$ cat src/rtl/axis_min_max_reduction_assert.svh
// Assertion macros for the min/max reduction block.
`ifndef AXIS_MIN_MAX_REDUCTION_ASSERT_SVH
`define AXIS_MIN_MAX_REDUCTION_ASSERT_SVH

// Same-cycle implication under reset.
`define AMR_ASSERT_SAME(lbl, clk, rstn, ante, cons) \
    lbl: assert property (@(posedge clk) disable iff (!rstn) (ante) |-> (cons)) \
        else $error("amr assertion failed");

// Next-cycle implication under reset.
`define AMR_ASSERT_NEXT(lbl, clk, rstn, ante, cons) \
    lbl: assert property (@(posedge clk) disable iff (!rstn) (ante) |=> (cons)) \
        else $error("amr assertion failed");

`endif

$ cat src/rtl/amr_pkg.sv
// Shared types, codes and the double compare for the min/max reduction block.
`timescale 1ns / 1ps
`default_nettype none
package amr_pkg;

    localparam logic [1:0] MODE_BEGIN  = 2'd0;
    localparam logic [1:0] MODE_FOLD   = 2'd1;
    localparam logic [1:0] MODE_READ   = 2'd2;
    localparam logic [1:0] MODE_UNUSED = 2'd3;

    localparam logic [1:0] STAT_OK       = 2'd0;
    localparam logic [1:0] STAT_RANGE    = 2'd1;
    localparam logic [1:0] STAT_OVERSIZE = 2'd2;

    localparam logic [2:0] REG_RANK     = 3'd0;
    localparam logic [2:0] REG_EXT0     = 3'd1;
    localparam logic [2:0] REG_EXT1     = 3'd2;
    localparam logic [2:0] REG_EXT2     = 3'd3;
    localparam logic [2:0] REG_EXT3     = 3'd4;
    localparam logic [2:0] REG_MASK     = 3'd5;
    localparam logic [2:0] REG_FIND_MIN = 3'd6;

    localparam logic [63:0] POS_INF_BITS = 64'h7FF0_0000_0000_0000;
    localparam logic [63:0] NEG_INF_BITS = 64'hFFF0_0000_0000_0000;

    typedef enum logic [2:0] {
        ST_START,
        ST_STRIDE,
        ST_CLEAR,
        ST_IDLE,
        ST_FOLD_RD,
        ST_FOLD_WR,
        ST_READ_RD,
        ST_READ_OUT
    } state_t;

    typedef struct packed {
        logic latch;
        logic step;
        logic advance;
    } walk_cmd_t;

    typedef struct packed {
        logic stride_done;
        logic oversize;
        logic geo_min;
    } walk_stat_t;

    function automatic logic is_nan(input logic [63:0] b);
        return (b[62:52] == 11'h7FF) && (b[51:0] != 52'd0);
    endfunction

    // a < b for two non-NaN doubles; the two zeros compare equal
    function automatic logic fp_lt(input logic [63:0] a, input logic [63:0] b);
        logic both_zero;
        both_zero = (a[62:0] == 63'd0) && (b[62:0] == 63'd0);
        if (both_zero) begin
            return 1'b0;
        end else if (a[63] != b[63]) begin
            return a[63];
        end else if (!a[63]) begin
            return a[62:0] < b[62:0];
        end else begin
            return a[62:0] > b[62:0];
        end
    endfunction

endpackage
`default_nettype wire

$ cat src/rtl/amr_walk.sv
// Geometry latch, stride builder and row-major position walker.
`timescale 1ns / 1ps
`default_nettype none
module amr_walk #(
    parameter int MAX_RANK  = 4,
    parameter int OUT_DEPTH = 1024
) (
    input  wire logic                           aclk,
    input  wire logic                           aresetn,
    input  wire amr_pkg::walk_cmd_t             cmd,
    input  wire logic [2:0]                     cfg_rank,
    input  wire logic [3:0][15:0]               cfg_ext,
    input  wire logic [3:0]                     cfg_mask,
    input  wire logic                           cfg_min,
    output amr_pkg::walk_stat_t                 stat,
    output logic      [$clog2(OUT_DEPTH):0]     out_size,
    output logic      [$clog2(OUT_DEPTH)-1:0]   position
);

    localparam int AW  = $clog2(OUT_DEPTH);
    localparam int SW  = AW + 1;
    localparam int RKW = $clog2(MAX_RANK + 1);
    localparam int DIW = (MAX_RANK > 1) ? $clog2(MAX_RANK) : 1;

    logic [RKW-1:0]           rank_reg, rank_next;
    logic [MAX_RANK-1:0]      fold_reg, fold_next;
    logic [15:0]              ext_reg    [MAX_RANK];
    logic [15:0]              ext_next   [MAX_RANK];
    logic [15:0]              cnt_reg    [MAX_RANK];
    logic [15:0]              cnt_next   [MAX_RANK];
    logic [SW-1:0]            stride_reg [MAX_RANK];
    logic [SW-1:0]            stride_next[MAX_RANK];
    logic [SW-1:0]            span_reg   [MAX_RANK];
    logic [SW-1:0]            span_next  [MAX_RANK];
    logic [SW-1:0]            running_reg, running_next;
    logic                     oversize_reg, oversize_next;
    logic                     min_reg, min_next;
    logic [AW-1:0]            pos_reg, pos_next;
    logic [RKW-1:0]           sidx_reg, sidx_next;
    logic [DIW-1:0]           sd;
    logic [SW+15:0]           prod;
    logic [SW-1:0]            delta;
    logic [SW-1:0]            pos_sum;
    logic                     carry;

    assign stat.stride_done = (sidx_reg == '0);
    assign stat.oversize    = oversize_reg;
    assign stat.geo_min     = min_reg;
    assign out_size         = oversize_reg ? '0 : running_reg;
    assign position         = pos_reg;

    always_comb begin
        rank_next     = rank_reg;
        fold_next     = fold_reg;
        ext_next      = ext_reg;
        cnt_next      = cnt_reg;
        stride_next   = stride_reg;
        span_next     = span_reg;
        running_next  = running_reg;
        oversize_next = oversize_reg;
        min_next      = min_reg;
        pos_next      = pos_reg;
        sidx_next     = sidx_reg;
        sd            = DIW'(sidx_reg - RKW'(1));
        prod          = (SW+16)'(running_reg) * (SW+16)'(ext_reg[sd]);
        delta         = '0;
        carry         = 1'b1;
        pos_sum       = '0;

        if (cmd.latch) begin
            // saturate rank, force zero extents to one
            if (32'(cfg_rank) > MAX_RANK) begin
                rank_next = RKW'(MAX_RANK);
            end else begin
                rank_next = RKW'(cfg_rank);
            end
            sidx_next     = rank_next;
            min_next      = cfg_min;
            oversize_next = 1'b0;
            running_next  = SW'(1);
            pos_next      = '0;
            for (int d = 0; d < MAX_RANK; d++) begin
                cnt_next[d]    = '0;
                stride_next[d] = '0;
                span_next[d]   = '0;
                if (d < 4) begin
                    ext_next[d]  = (cfg_ext[2'(d)] == 16'd0) ? 16'd1 : cfg_ext[2'(d)];
                    fold_next[d] = cfg_mask[2'(d)];
                end else begin
                    ext_next[d]  = 16'd1;
                    fold_next[d] = 1'b0;
                end
            end
        end else if (cmd.step && (sidx_reg != '0)) begin
            // one dimension per cycle, innermost first; only surviving ones get a stride
            sidx_next = sidx_reg - RKW'(1);
            if (!fold_reg[sd]) begin
                stride_next[sd] = running_reg;
                if (!oversize_reg) begin
                    if (prod > (SW+16)'(OUT_DEPTH)) begin
                        oversize_next = 1'b1;
                        running_next  = SW'(1);
                    end else begin
                        running_next  = SW'(prod);
                        span_next[sd] = SW'(prod);
                    end
                end
            end
        end else if (cmd.advance) begin
            // odometer step: wrapped dimensions give back their span
            for (int d = MAX_RANK - 1; d >= 0; d--) begin
                if ((d < int'(rank_reg)) && carry) begin
                    if ((17'(cnt_reg[d]) + 17'd1) < 17'(ext_reg[d])) begin
                        cnt_next[d] = cnt_reg[d] + 16'd1;
                        delta       = delta + stride_reg[d];
                        carry       = 1'b0;
                    end else begin
                        cnt_next[d] = '0;
                        delta       = delta + stride_reg[d] - span_reg[d];
                    end
                end
            end
            pos_sum  = SW'(pos_reg) + delta;
            pos_next = pos_sum[AW-1:0];
        end
    end

    always_ff @(posedge aclk) begin
        if (!aresetn) begin
            rank_reg     <= '0;
            fold_reg     <= '0;
            running_reg  <= SW'(1);
            oversize_reg <= 1'b0;
            min_reg      <= 1'b0;
            pos_reg      <= '0;
            sidx_reg     <= '0;
            for (int d = 0; d < MAX_RANK; d++) begin
                ext_reg[d]    <= 16'd1;
                cnt_reg[d]    <= '0;
                stride_reg[d] <= '0;
                span_reg[d]   <= '0;
            end
        end else begin
            rank_reg     <= rank_next;
            fold_reg     <= fold_next;
            running_reg  <= running_next;
            oversize_reg <= oversize_next;
            min_reg      <= min_next;
            pos_reg      <= pos_next;
            sidx_reg     <= sidx_next;
            ext_reg      <= ext_next;
            cnt_reg      <= cnt_next;
            stride_reg   <= stride_next;
            span_reg     <= span_next;
        end
    end

endmodule
`default_nettype wire

$ cat config.mk
export PLATFORM = sky130hd
export DESIGN_NAME = amr_walk
export DESIGN_NICKNAME = d
export VERILOG_FILES = /design/src/rtl/axis_min_max_reduction_assert.svh /design/src/rtl/amr_pkg.sv /design/src/rtl/amr_walk.sv
export SDC_FILE = /design/constraint.sdc
export NUM_CORES = 1
export LEC_CHECK = 0
export BUFFER_PORTS_ARGS = -buffer_cell sky130_fd_sc_hd__buf_4
export CORE_MARGIN = 3
export CORE_UTILIZATION = 30
export DETAILED_ROUTE_END_ITERATION = 7
export PLACE_DENSITY = 0.55
export RECOVER_POWER = 100
export SLEW_MARGIN = 10
export SYNTH_ARGS = -nofsm -noshare
export SYNTH_HDL_FRONTEND = slang
export SYNTH_SLANG_ARGS = --single-unit
$ cat constraint.sdc
create_clock -name aclk -period 14.6 [get_ports aclk]
set_input_delay 2.19 -clock aclk [delete_from_list [all_inputs] [get_ports aclk]]
set_output_delay 2.19 -clock aclk [all_outputs]
set_load 0.1 [all_outputs]
==> flow_summary.json <==
{
  "vias": 16126,
  "final_layout_size_suffix_gt1_share_pct": 5.30,
  "cts_made_buffers": 25,
  "worstSetupEndpointType": "register",
  "grt.overflow.total": 0,
  "dpl.hpwl_microns": 40600,
  "setup-violations-final": 0,
  "ir_drop_v": 0.0000935,
  "drc_errors": 0,
  "core-area_sq_um": 63500,
  "timing.setup.tns_ps": 0,
  "diodes": 0,
  "r2r_cells": 45,
  "r2r_setup_slack_ps": 2900,
  "tightest_slew_ps": 3060,
  "ios": 101,
  "layout_min_cycle_time_ps": 11700,
  "netlist_area_sq_um": 19400,
  "multiInputGateArea_sq_um": 13800,
  "final-hold-violation-count": 0,
  "synth_fp_nets": 2743,
  "ys_seq_elements": 207,
  "cts_root_buf": "clkbuf_16",
  "ant_nets": 0,
  "powerDensity_nw_per_um2": 68.8,
  "grt_start_max_net_pins": 64,
  "cts_hold_buf": 0,
  "crit_end": "position[9]",
  "finalClockSkew_ps": 18.9,
  "grt_usage_pct": 15.5,
  "critPathMaxFanout": 16,
  "cts_tree": "done",
  "holdWs_ps": 449,
  "cpPeakStageDelay_ps": 590,
  "synthAdderAreaFrac_pct": 25.2,
  "crit_top_cell": "a21oi_1",
  "die-width_microns": 260,
  "area.growth.synth_to_final_pct": 10.2,
  "largest_reg_flops": 64,
  "seq_area_sq_um": 4140,
  "crit_path_top_delay_cell": "a2111oi_0",
  "dr.first_iter.drc_count": 942,
  "synth-xor-area-share_pct": 4.69,
  "dieArea_sq_um": 67700,
  "synth_compound_area_share_pct": 12.8,
  "yosysSeqAreaShare_pct": 21.4,
  "maxSlewViolCount": 258,
  "rsz0062_at_grt": "false",
  "clk_pin_slew_worst_paths_ps": 60,
  "h-tree-depth": 1,
  "clkSinkCount": 207,
  "cp_data_arrival_time_ps": 12170,
  "synthFlopType": "dfxtp_1",
  "hp-class": "reg2reg",
  "start_util_pct": 30.5,
  "hold_depth": 2,
  "reg2reg_to": "position[9]",
  "via_per_inst": 5.00,
  "async_flop_share_pct": 0,
  "wire_per_inst_microns": 16.4,
  "synth_edf_count": 0,
  "startpoint": "cnt_reg[1]",
  "violations": "capacitance limit, slew limit",
  "nFillCells": 6698,
  "path_class": "reg2reg",
  "synth_area_per_cell_sq_um": 8.23,
  "clk_latency_ps": 560,
  "first_pass_iters": 4,
  "max_slew_margin_pct": -104,
  "wl_microns": 52800,
  "antenna_found_initial": 0,
  "ys_warn_count": 0,
  "status": "finished, violations left",
  "synthMuxAreaShare_pct": 6.68,
  "rows": 92,
  "postCtsSetupBuffers": 0,
  "cellLeakagePower_nw": 9.33,
  "cap_violations": 7,
  "portBuffers": 66,
  "critPathLaunchType": "register",
  "synth_top_family_by_area": "adder cells",
  "grt_pass1_wl_microns": 85200,
  "nets": 2747,
  "synthDistinctLibCells": 83,
  "netlist_instances": 2356,
  "yosys.area_share.simple_pct": 22.4,
  "worstPathRequired_ps": 15070,
  "first_global_vias": 16289,
  "r2r_start": "cnt_reg[1]",
  "gp_congestion": 0.830,
  "power_mw": 1.47,
  "die-height_microns": 260,
  "cts_max_path_buffers": 3,
  "post-route-period-util_pct": 80.1,
  "cts-resized-gates": 0,
  "max_freq_mhz": 85.5
}
-- stage by stage --
stage / cell area (sq um) / std cells / setup slack (ps) / utilization, %
2_1_floorplan: 19400 / 2356 / 4760 / -
3_3_place_gp: 20700 / 3179 / 3470 / 32.5
3_5_place_dp: 20700 / 3179 / 3350 / 32.5
4_1_cts: 21600 / 3225 / 3250 / 34.0
5_1_grt: 21400 / 3225 / 1850 / 33.6
6_report: 21400 / 3225 / 2900 / 33.6
-- power by group --
part	internal, mW	switching, mW
Combinational	0.0663	0.123
Clock	0.428	0.270
Sequential	0.573	0.00911
Total	1.07	0.403
-- cells in the mapped netlist (6+ instances only) --
| master | n | share of area [%] |
|---|---|---|
| a211oi_1 | 8 | 0.31 |
| a21o_1 | 38 | 1.5 |
| a21oi_1 | 161 | 4.2 |
| a31oi_1 | 13 | 0.42 |
| and2_1 | 107 | 3.5 |
| and3_1 | 32 | 1.0 |
| buf_1 | 8 | 0.15 |
| buf_2 | 6 | 0.15 |
| clkbuf_1 | 90 | 1.7 |
| dfxtp_1 | 207 | 21 |
| fa_1 | 133 | 14 |
| ha_1 | 177 | 11 |
| inv_1 | 230 | 4.5 |
| mux2_1 | 6 | 0.35 |
| mux2_2 | 13 | 0.75 |
| mux2i_1 | 108 | 5.6 |
| nand2_1 | 309 | 6.0 |
| nand2b_1 | 22 | 0.71 |
| nand3_1 | 74 | 1.9 |
| nand3b_1 | 19 | 0.74 |
| nand4_1 | 9 | 0.29 |
| nor2_1 | 133 | 2.6 |
| nor2b_1 | 82 | 2.6 |
| nor3_1 | 28 | 0.72 |
| nor4_1 | 16 | 0.52 |
| o2111ai_1 | 8 | 0.36 |
| o211ai_1 | 10 | 0.39 |
| o21a_1 | 16 | 0.62 |
| o21ai_0 | 42 | 1.1 |
| o21ai_1 | 35 | 0.90 |
| o21bai_1 | 11 | 0.43 |
| or3_1 | 7 | 0.23 |
| xnor2_1 | 58 | 2.6 |
| xor2_1 | 38 | 1.7 |
-- logic make-up after synthesis --
kind of cell | after synthesis
AO/OA/AOI/OAI | 399
XOR/XNOR | 99
adder cells (fa/ha/maj) | 310
buffers and inverters | 344
flip-flops | 207
multiplexers | 127
AND/OR/NAND/NOR | 870
-- how the worst min path moves through the flow --
stage	startpoint	end	slack, ps
6_report	cnt_reg[30]	cnt_reg[30]	450
5_1_grt	cnt_reg[30]	cnt_reg[30]	460
4_1_cts	cnt_reg[30]	cnt_reg[30]	450
3_5_place_dp	cnt_reg[30]	cnt_reg[30]	450
3_3_place_gp	cnt_reg[30]	cnt_reg[30]	440
2_1_floorplan	cnt_reg[30]	cnt_reg[30]	410
-- placed cells by master (no fill, tap or decap), types with 11 or more instances in the layout --
master and count:
nor2_1 133, nand2b_1 22, o21a_1 16, o21ai_1 31, dfxtp_1 207, fa_1 133
nor2b_1 81, nand3b_1 19, ha_1 177, nor3_1 28, mux2i_1 108, nor4_1 21
clkbuf_1 34, o21ai_0 47, a31oi_1 13, xnor2_1 58, inv_1 230, and3_1 32
a21oi_1 160, nand2_1 309, buf_4 54, xor2_1 38, and2_1 82, o21bai_1 11
clkbuf_16 25, nand3_1 75, and2_0 25, a21o_1 38
-- cell type report --
cell class / instances / area share (%)
clock buffers: 26 / 2.99
clock inverters: 20 / 1.32
inverters: 233 / 4.09
multi-input cells: 1805 / 64.8
flip-flops and latches: 207 / 19.4
well taps: 846 / 4.95
repair buffers: 88 / 2.49
-- critical path: cells and delay by family (launching register included) --
| kind | cells | cell delay [ps] |
|---|---|---|
| simple gates | 8 | 1570 |
| mux | 3 | 960 |
| compound gates | 16 | 3360 |
| fa+ha+maj | 9 | 3320 |
| flops | 1 | 380 |
| buf+inv | 3 | 750 |
| xor+xnor | 6 | 1230 |
-- routing by layer --
layer	vias to the layer above	share of wire [%]	GRT usage (%)
li1	7920	-	-
met1	7834	46	20.3
met4	0	2.7	4.44
met2	304	47	26.3
met3	68	4.5	2.58
met5	-	0	0
(Power assumes the default switching activity.)
